`src/sv/cbw_pkg.sv`:
```
// Shared widths, segment kind codes and the coefficient table of the cubic B-spline weight block.
package cbw_pkg;

	localparam int FRAC_BITS = 16;
	localparam int T_W       = 17;
	localparam int KIND_W    = 3;
	localparam int W_W       = 17;

	localparam int T2_W = 2 * FRAC_BITS + 1;
	localparam int T3_W = 3 * FRAC_BITS + 1;

	localparam int C_W  = 7;
	localparam int CM_W = 6;

	localparam int M3_W = 3 * FRAC_BITS + 6;
	localparam int M2_W = 2 * FRAC_BITS + 6;
	localparam int M1_W = FRAC_BITS + 6;

	localparam int A_W  = 3 * FRAC_BITS + 8;
	localparam int AH_W = A_W - 2 * FRAC_BITS;
	localparam int HI_W = FRAC_BITS + 10;

	// divide by 12 as shift by 2, then multiply by a reciprocal of 3
	localparam int Y_W       = HI_W - 3;
	localparam int RECIP_SH  = 22;
	localparam int RECIP_K   = ((1 << RECIP_SH) - 1) / 3;
	localparam int K_W       = 21;
	localparam int P_W       = Y_W + K_W;
	localparam int Q_W       = P_W - RECIP_SH;
	localparam int QX_W      = Q_W + 2;

	localparam int ONE = 1 << FRAC_BITS;

	localparam logic [KIND_W-1:0] KIND_UNIFORM     = 3'd0;
	localparam logic [KIND_W-1:0] KIND_FIRST       = 3'd1;
	localparam logic [KIND_W-1:0] KIND_SECOND      = 3'd2;
	localparam logic [KIND_W-1:0] KIND_SECOND_LAST = 3'd3;
	localparam logic [KIND_W-1:0] KIND_LAST        = 3'd4;

	// polynomial coefficients over 12: t^3, t^2, t, 1
	typedef struct packed {
		logic signed [C_W-1:0] c3;
		logic signed [C_W-1:0] c2;
		logic signed [C_W-1:0] c1;
		logic signed [C_W-1:0] c0;
	} cbw_coef_t;

	typedef struct packed {
		logic ld_s4;
		logic ld_s5;
		logic ld_s6;
		logic ld_s7;
		logic ld_s8;
	} cbw_lane_ctrl_t;

	function automatic cbw_coef_t coef_lookup(input logic [KIND_W-1:0] kind,
		input logic [1:0] w);
		cbw_coef_t c;
		c = '{c3: 7'sd0, c2: 7'sd0, c1: 7'sd0, c0: 7'sd0};
		case (kind)
			KIND_FIRST: begin
				case (w)
					2'd0: c = '{c3: -7'sd12, c2: 7'sd36, c1: -7'sd36, c0: 7'sd12};
					2'd1: c = '{c3: 7'sd21, c2: -7'sd54, c1: 7'sd36, c0: 7'sd0};
					2'd2: c = '{c3: -7'sd11, c2: 7'sd18, c1: 7'sd0, c0: 7'sd0};
					default: c = '{c3: 7'sd2, c2: 7'sd0, c1: 7'sd0, c0: 7'sd0};
				endcase
			end
			KIND_SECOND: begin
				case (w)
					2'd0: c = '{c3: -7'sd3, c2: 7'sd9, c1: -7'sd9, c0: 7'sd3};
					2'd1: c = '{c3: 7'sd7, c2: -7'sd15, c1: 7'sd3, c0: 7'sd7};
					2'd2: c = '{c3: -7'sd6, c2: 7'sd6, c1: 7'sd6, c0: 7'sd2};
					default: c = '{c3: 7'sd2, c2: 7'sd0, c1: 7'sd0, c0: 7'sd0};
				endcase
			end
			KIND_SECOND_LAST: begin
				case (w)
					2'd0: c = '{c3: -7'sd2, c2: 7'sd6, c1: -7'sd6, c0: 7'sd2};
					2'd1: c = '{c3: 7'sd6, c2: -7'sd12, c1: 7'sd0, c0: 7'sd8};
					2'd2: c = '{c3: -7'sd7, c2: 7'sd6, c1: 7'sd6, c0: 7'sd2};
					default: c = '{c3: 7'sd3, c2: 7'sd0, c1: 7'sd0, c0: 7'sd0};
				endcase
			end
			KIND_LAST: begin
				case (w)
					2'd0: c = '{c3: -7'sd2, c2: 7'sd6, c1: -7'sd6, c0: 7'sd2};
					2'd1: c = '{c3: 7'sd11, c2: -7'sd15, c1: -7'sd3, c0: 7'sd7};
					2'd2: c = '{c3: -7'sd21, c2: 7'sd9, c1: 7'sd9, c0: 7'sd3};
					default: c = '{c3: 7'sd12, c2: 7'sd0, c1: 7'sd0, c0: 7'sd0};
				endcase
			end
			default: begin
				case (w)
					2'd0: c = '{c3: -7'sd2, c2: 7'sd6, c1: -7'sd6, c0: 7'sd2};
					2'd1: c = '{c3: 7'sd6, c2: -7'sd12, c1: 7'sd0, c0: 7'sd8};
					2'd2: c = '{c3: -7'sd6, c2: 7'sd6, c1: 7'sd6, c0: 7'sd2};
					default: c = '{c3: 7'sd2, c2: 7'sd0, c1: 7'sd0, c0: 7'sd0};
				endcase
			end
		endcase
		return c;
	endfunction

endpackage

```
`src/sv/cbw_lane.sv`:
```
// One weight lane: coefficient products, exact sum, divide by 12 with rounding, saturation.
module cbw_lane (
	input  logic                           clk,
	input  cbw_pkg::cbw_lane_ctrl_t        ctrl,
	input  cbw_pkg::cbw_coef_t             coef,
	input  logic [cbw_pkg::T_W-1:0]        t,
	input  logic [cbw_pkg::T2_W-1:0]       t2,
	input  logic [cbw_pkg::T3_W-1:0]       t3,
	output logic [cbw_pkg::W_W-1:0]        weight
);

	function automatic logic [cbw_pkg::CM_W-1:0] cmag(input logic signed [cbw_pkg::C_W-1:0] c);
		logic signed [cbw_pkg::C_W-1:0] n;
		n = -c;
		return c[cbw_pkg::C_W-1] ? n[cbw_pkg::CM_W-1:0] : c[cbw_pkg::CM_W-1:0];
	endfunction

	// s4: magnitudes of the four terms, signs kept aside
	logic [3:0]                  sg_s4;
	logic [cbw_pkg::M3_W-1:0]    m3_s4;
	logic [cbw_pkg::M2_W-1:0]    m2_s4;
	logic [cbw_pkg::M1_W-1:0]    m1_s4;
	logic [cbw_pkg::CM_W-1:0]    m0_s4;

	always_ff @(posedge clk) begin
		if (ctrl.ld_s4) begin
			sg_s4 <= {coef.c3[cbw_pkg::C_W-1], coef.c2[cbw_pkg::C_W-1],
				coef.c1[cbw_pkg::C_W-1], coef.c0[cbw_pkg::C_W-1]};
			m3_s4 <= cbw_pkg::M3_W'(cmag(coef.c3)) * cbw_pkg::M3_W'(t3);
			m2_s4 <= cbw_pkg::M2_W'(cmag(coef.c2)) * cbw_pkg::M2_W'(t2);
			m1_s4 <= cbw_pkg::M1_W'(cmag(coef.c1)) * cbw_pkg::M1_W'(t);
			m0_s4 <= cmag(coef.c0);
		end
	end

	// s5: a holds the terms with nonzero low 2F bits, b the rest already scaled by 2^-2F
	logic signed [cbw_pkg::A_W-1:0]  e3, e2, a_s5;
	logic signed [cbw_pkg::HI_W-1:0] e1, e0, b_s5;

	always_comb begin
		e3 = $signed(cbw_pkg::A_W'(m3_s4));
		e2 = $signed(cbw_pkg::A_W'({m2_s4, {cbw_pkg::FRAC_BITS{1'b0}}}));
		e1 = $signed(cbw_pkg::HI_W'(m1_s4));
		e0 = $signed(cbw_pkg::HI_W'({m0_s4, {cbw_pkg::FRAC_BITS{1'b0}}}));
	end

	always_ff @(posedge clk) begin
		if (ctrl.ld_s5) begin
			a_s5 <= (sg_s4[3] ? -e3 : e3) + (sg_s4[2] ? -e2 : e2);
			b_s5 <= (sg_s4[1] ? -e1 : e1) + (sg_s4[0] ? -e0 : e0);
		end
	end

	// s6: floor of the exact value times 12, plus 6 for round to nearest
	logic signed [cbw_pkg::AH_W-1:0] ah;
	logic signed [cbw_pkg::HI_W-1:0] x_s6;

	assign ah = a_s5[cbw_pkg::A_W-1:2*cbw_pkg::FRAC_BITS];

	always_ff @(posedge clk) begin
		if (ctrl.ld_s6) begin
			x_s6 <= cbw_pkg::HI_W'(ah) + b_s5 + cbw_pkg::HI_W'(6);
		end
	end

	// s7: x/4 times reciprocal of 3
	logic                       neg_s7;
	logic [cbw_pkg::Y_W-1:0]    y, y_s7;
	logic [cbw_pkg::P_W-1:0]    p_s7;

	assign y = x_s6[cbw_pkg::HI_W-1] ? '0 : x_s6[cbw_pkg::Y_W+1:2];

	always_ff @(posedge clk) begin
		if (ctrl.ld_s7) begin
			neg_s7 <= x_s6[cbw_pkg::HI_W-1];
			y_s7   <= y;
			p_s7   <= cbw_pkg::P_W'(y) * cbw_pkg::P_W'(cbw_pkg::RECIP_K);
		end
	end

	// s8: the estimate is at most one low; fix it, then saturate
	logic [cbw_pkg::QX_W-1:0] q, q3p, qc;

	always_comb begin
		q   = cbw_pkg::QX_W'(p_s7[cbw_pkg::P_W-1:cbw_pkg::RECIP_SH]);
		q3p = {q[cbw_pkg::QX_W-2:0], 1'b0} + q + cbw_pkg::QX_W'(3);
		qc  = (q3p <= cbw_pkg::QX_W'(y_s7)) ? q + cbw_pkg::QX_W'(1) : q;
	end

	always_ff @(posedge clk) begin
		if (ctrl.ld_s8) begin
			if (neg_s7) begin
				weight <= '0;
			end else if (qc > cbw_pkg::QX_W'(cbw_pkg::ONE)) begin
				weight <= cbw_pkg::W_W'(cbw_pkg::ONE);
			end else begin
				weight <= qc[cbw_pkg::W_W-1:0];
			end
		end
	end

endmodule

```
`config.mk`:
```
export PLATFORM = sky130hd
export DESIGN_NAME = cbw_lane
export DESIGN_NICKNAME = d
export VERILOG_FILES = /design/src/sv/cbw_pkg.sv /design/src/sv/cbw_lane.sv
export SDC_FILE = /design/constraint.sdc
export NUM_CORES = 2
export LEC_CHECK = 0
export BUFFER_PORTS_ARGS = -buffer_cell sky130_fd_sc_hd__buf_2
export CORE_MARGIN = 3
export CORE_UTILIZATION = 54
export CTS_CLUSTER_SIZE = 25
export DETAILED_ROUTE_END_ITERATION = 16
export PLACE_DENSITY = 0.74
export SYNTH_ARGS = -nofsm -noshare
export SYNTH_HDL_FRONTEND = slang
export SYNTH_SLANG_ARGS = --single-unit
```
`constraint.sdc`:
```
create_clock -name clk -period 7 [get_ports clk]
set_input_delay 1.4 -clock clk [delete_from_list [all_inputs] [get_ports clk]]
set_output_delay 1.4 -clock clk [all_outputs]
set_load 0.1 [all_outputs]
```
==> impl_results.md <==
- Tmin final: 6.73 ns
- Met2 Use GR: 0.428
- Pin count of the biggest net entering global routing: 67
- Global-route wire length before repair: 155,000 um
- Post-DRT Antenna Nets: 0
- Die width: 282 um
- Design area: 45,700 sq um
- Yosys warns: 0
- CTS Sinks: 261
- Reg clk slew, reported paths: 0.07 ns
- Critical setup path kind: in -> reg
- Crit end category: flip-flop
- HP Class: reg -> reg
- Outcome: finished clean
- Vias per inst: 5.45
- DIE AREA: 79,400 sq um
- Initial DRC count: 1,690
- TritonCTS clock tree: built
- Max Root-Sink Buffers: 3
- Die Ht: 282 um
- Core area: 74,800 sq um
- Setup_tns: 0 ns
- Met3 usage: 0.0208
- DR pass1 iterations: 5
- Post-synth EDFFs: 261
- Async S/R FF share, synth: 0
- Syn-to-layout area delta: 11.4%
- Initial antenna violation count: 2
- Vias in the first global route: 31,600
- Synth Area in Compound Gates: 0.0956
- Tcrit/Tclk final: 0.962
- Syn Inst Count: 4,354
- # setup viols final: 0
- Post-Synth XOR/XNOR Area: 0.0748
- Top cell type's share of synthesized area: 0.261
- F_max: 149 MHz
- Hold slack final: 0.484 ns
- Worst path required time: 7.34 ns
- Post-synthesis cell area: 41,100 sq um
- Commonest non-fill, non-tap cell in the layout: inv_1
- # hold bufs at CTS: 0
- Layout cell share with drive strength beyond 1: 0.107
- Top cells by area, synth: fa_1 (26%), edfxtp_1 (19%), ha_1 (15%), inv_1 (6.8%), xnor2_1 (6.0%)
- Yosys top cell by area: fa_1
- Post-synthesis mux area share: 0.00125
- Syn Nets: 5,514
- CTS H-tree lvls: 1
- Synthesized area per cell: 9.43 sq um
- Root buf cell: clkbuf_16
- Final Hold Viols: 0
- Startpoint type of the worst setup path: primary input
- Sequential area share after synthesis: 0.191
- Top_reg_cell synth: edfxtp_1
- Worst Path Arrival: 7.08 ns
- Drt drc: 0
- Placer Congestion: 0.952
- I/O pins: 150
- Met1 usage: 0.310
- Most frequent cells in the layout: inv_1 (747), nand2_1 (540), fa_1 (534), ha_1 (492), xnor2_1 (272)
- Hpwl dp: 78,300 um
- GRT busiest layer: met2
- Post-synth cell types: 71
- Final wirelength: 92,200 um
- Clock Latency Late Sink: 0.59 ns
- Pins Over Slew Limit: 0
- GRT Total Usage: 0.238
- Max cap viols: 0
- # rows: 100
- Worst slew pin tran: 1.12 ns
- CTS Buf Count: 28
- Nets: 5,846
- Synth Area in Simple Gates: 0.149
- Placed Area: 44,700 sq um
- Worst Path Max Fanout: 8
- WL/cell: 16.2 um
- Routed via count: 30,900
- IO buf count: 149
- Post-synthesis adder-cell area fraction: 0.411
- #FFs+latches synth: 261
- Starting Density: 0.549
- Largest family of logic cells by synthesized area: adder cells
- Setup Skew: 0.0388 ns
- Total grt overflow: 0
- Normalized max-slew margin: 0.251
[path summary, 6_finish.rpt]
kind	start	end	slack (ns)	depth (start not counted)
max	coef[22]	m3_s4[48]	0.27	23
min	m1_s4[0]	b_s5[0]	0.48	0
max reg2reg	x_s6[25]	p_s7[43]	0.28	27
min reg2reg	m1_s4[0]	b_s5[0]	0.48	0
[synth_stat cells (27+ instances only)]
cell type    n
ha_1       492
o31ai_1     34
and2_1     230
or3_1       32
fa_1       535
clkbuf_1    94
nand3_1     55
xor2_1      68
edfxtp_1   261
nor2_1     134
nand2b_1    40
o21ai_0    130
nor2b_1     52
o21a_1      27
xnor2_1    280
a21o_1      84
inv_1      747
nand2_1    540
a21oi_1    168
nor3_1      52
[metrics by stage]
| step | std cells | setup WS [ns] | util |
|---|---|---|---|
| after floorplan | 4354 | -0.00817 | - |
| after global placement | 5622 | -0.436 | 0.598 |
| after detailed placement | 5622 | -0.527 | 0.598 |
| after CTS | 5673 | 0.0708 | 0.610 |
| after global routing | 5676 | -0.00102 | 0.611 |
| final | 5678 | 0.267 | 0.611 |
[state kept, by name, indices dropped and copies added (netlist names)]
| name | cells |
|---|---|
| a_s5 | 24 |
| m1_s4 | 22 |
| y_s7 | 23 |
| m3_s4 | 54 |
| x_s6 | 24 |
| weight | 17 |
| m0_s4 | 6 |
| m2_s4 | 38 |
| neg_s7 | 1 |
| sg_s4 | 4 |
| b_s5 | 26 |
| p_s7 | 22 |
[cells by family after synthesis]
group / count (synthesis)
DFF: 261
muxes: 5
AOI/OAI and AO/OA: 612
buffers and inverters: 845
adders and majority gates: 1027
and+or+nand+nor: 1255
xor gates and xnor gates: 349
[repair_timing]
action,CTS,global route
gates resized for setup,2,20
setup endpoints to repair,1,22
pin swaps,0,8
setup buffers,0,3
gates cloned,0,0
[critical path, stage by stage]
cell and delay [ns]:
buf_2 0.10, or3_1 0.42, o31ai_4 0.28, xnor2_4 0.17, buf_4 0.20, and2_1 0.18, fa_1 0.53, inv_1 0.06
fa_1 0.50, fa_1 0.54, inv_1 0.04, ha_1 0.32, a21o_1 0.17, a21oi_1 0.13, nor2b_1 0.06, a311oi_1 0.38
o311ai_2 0.21, nand3_1 0.20, a2111oi_4 0.11, or3b_2 0.50, a21boi_2 0.19, nor4_1 0.06, a311o_1 0.32
[layer usage]
metal / routed length [um] / up-vias
li1: - / 14900
met1: 38600 / 15200
met2: 47000 / 669
met3: 3930 / 123
met4: 2620 / 0
met5: 0 / -
[layout make-up]
cell class / count / area [sq um]
Multi-Input combinational cell: 3248 / 30300
Fill cell: 6215 / 29100
Sequential cell: 261 / 7840
Inverter: 747 / 2800
Timing Repair Buffer: 400 / 2730
Tap cell: 969 / 1210
Clock buffer: 31 / 712
Clock inverter: 20 / 181
Antenna cell: 2 / 5.00
Power is left out: the tool's default activity adds up to more than one toggle a clock period on the data nets, which glitch-free logic cannot reach.
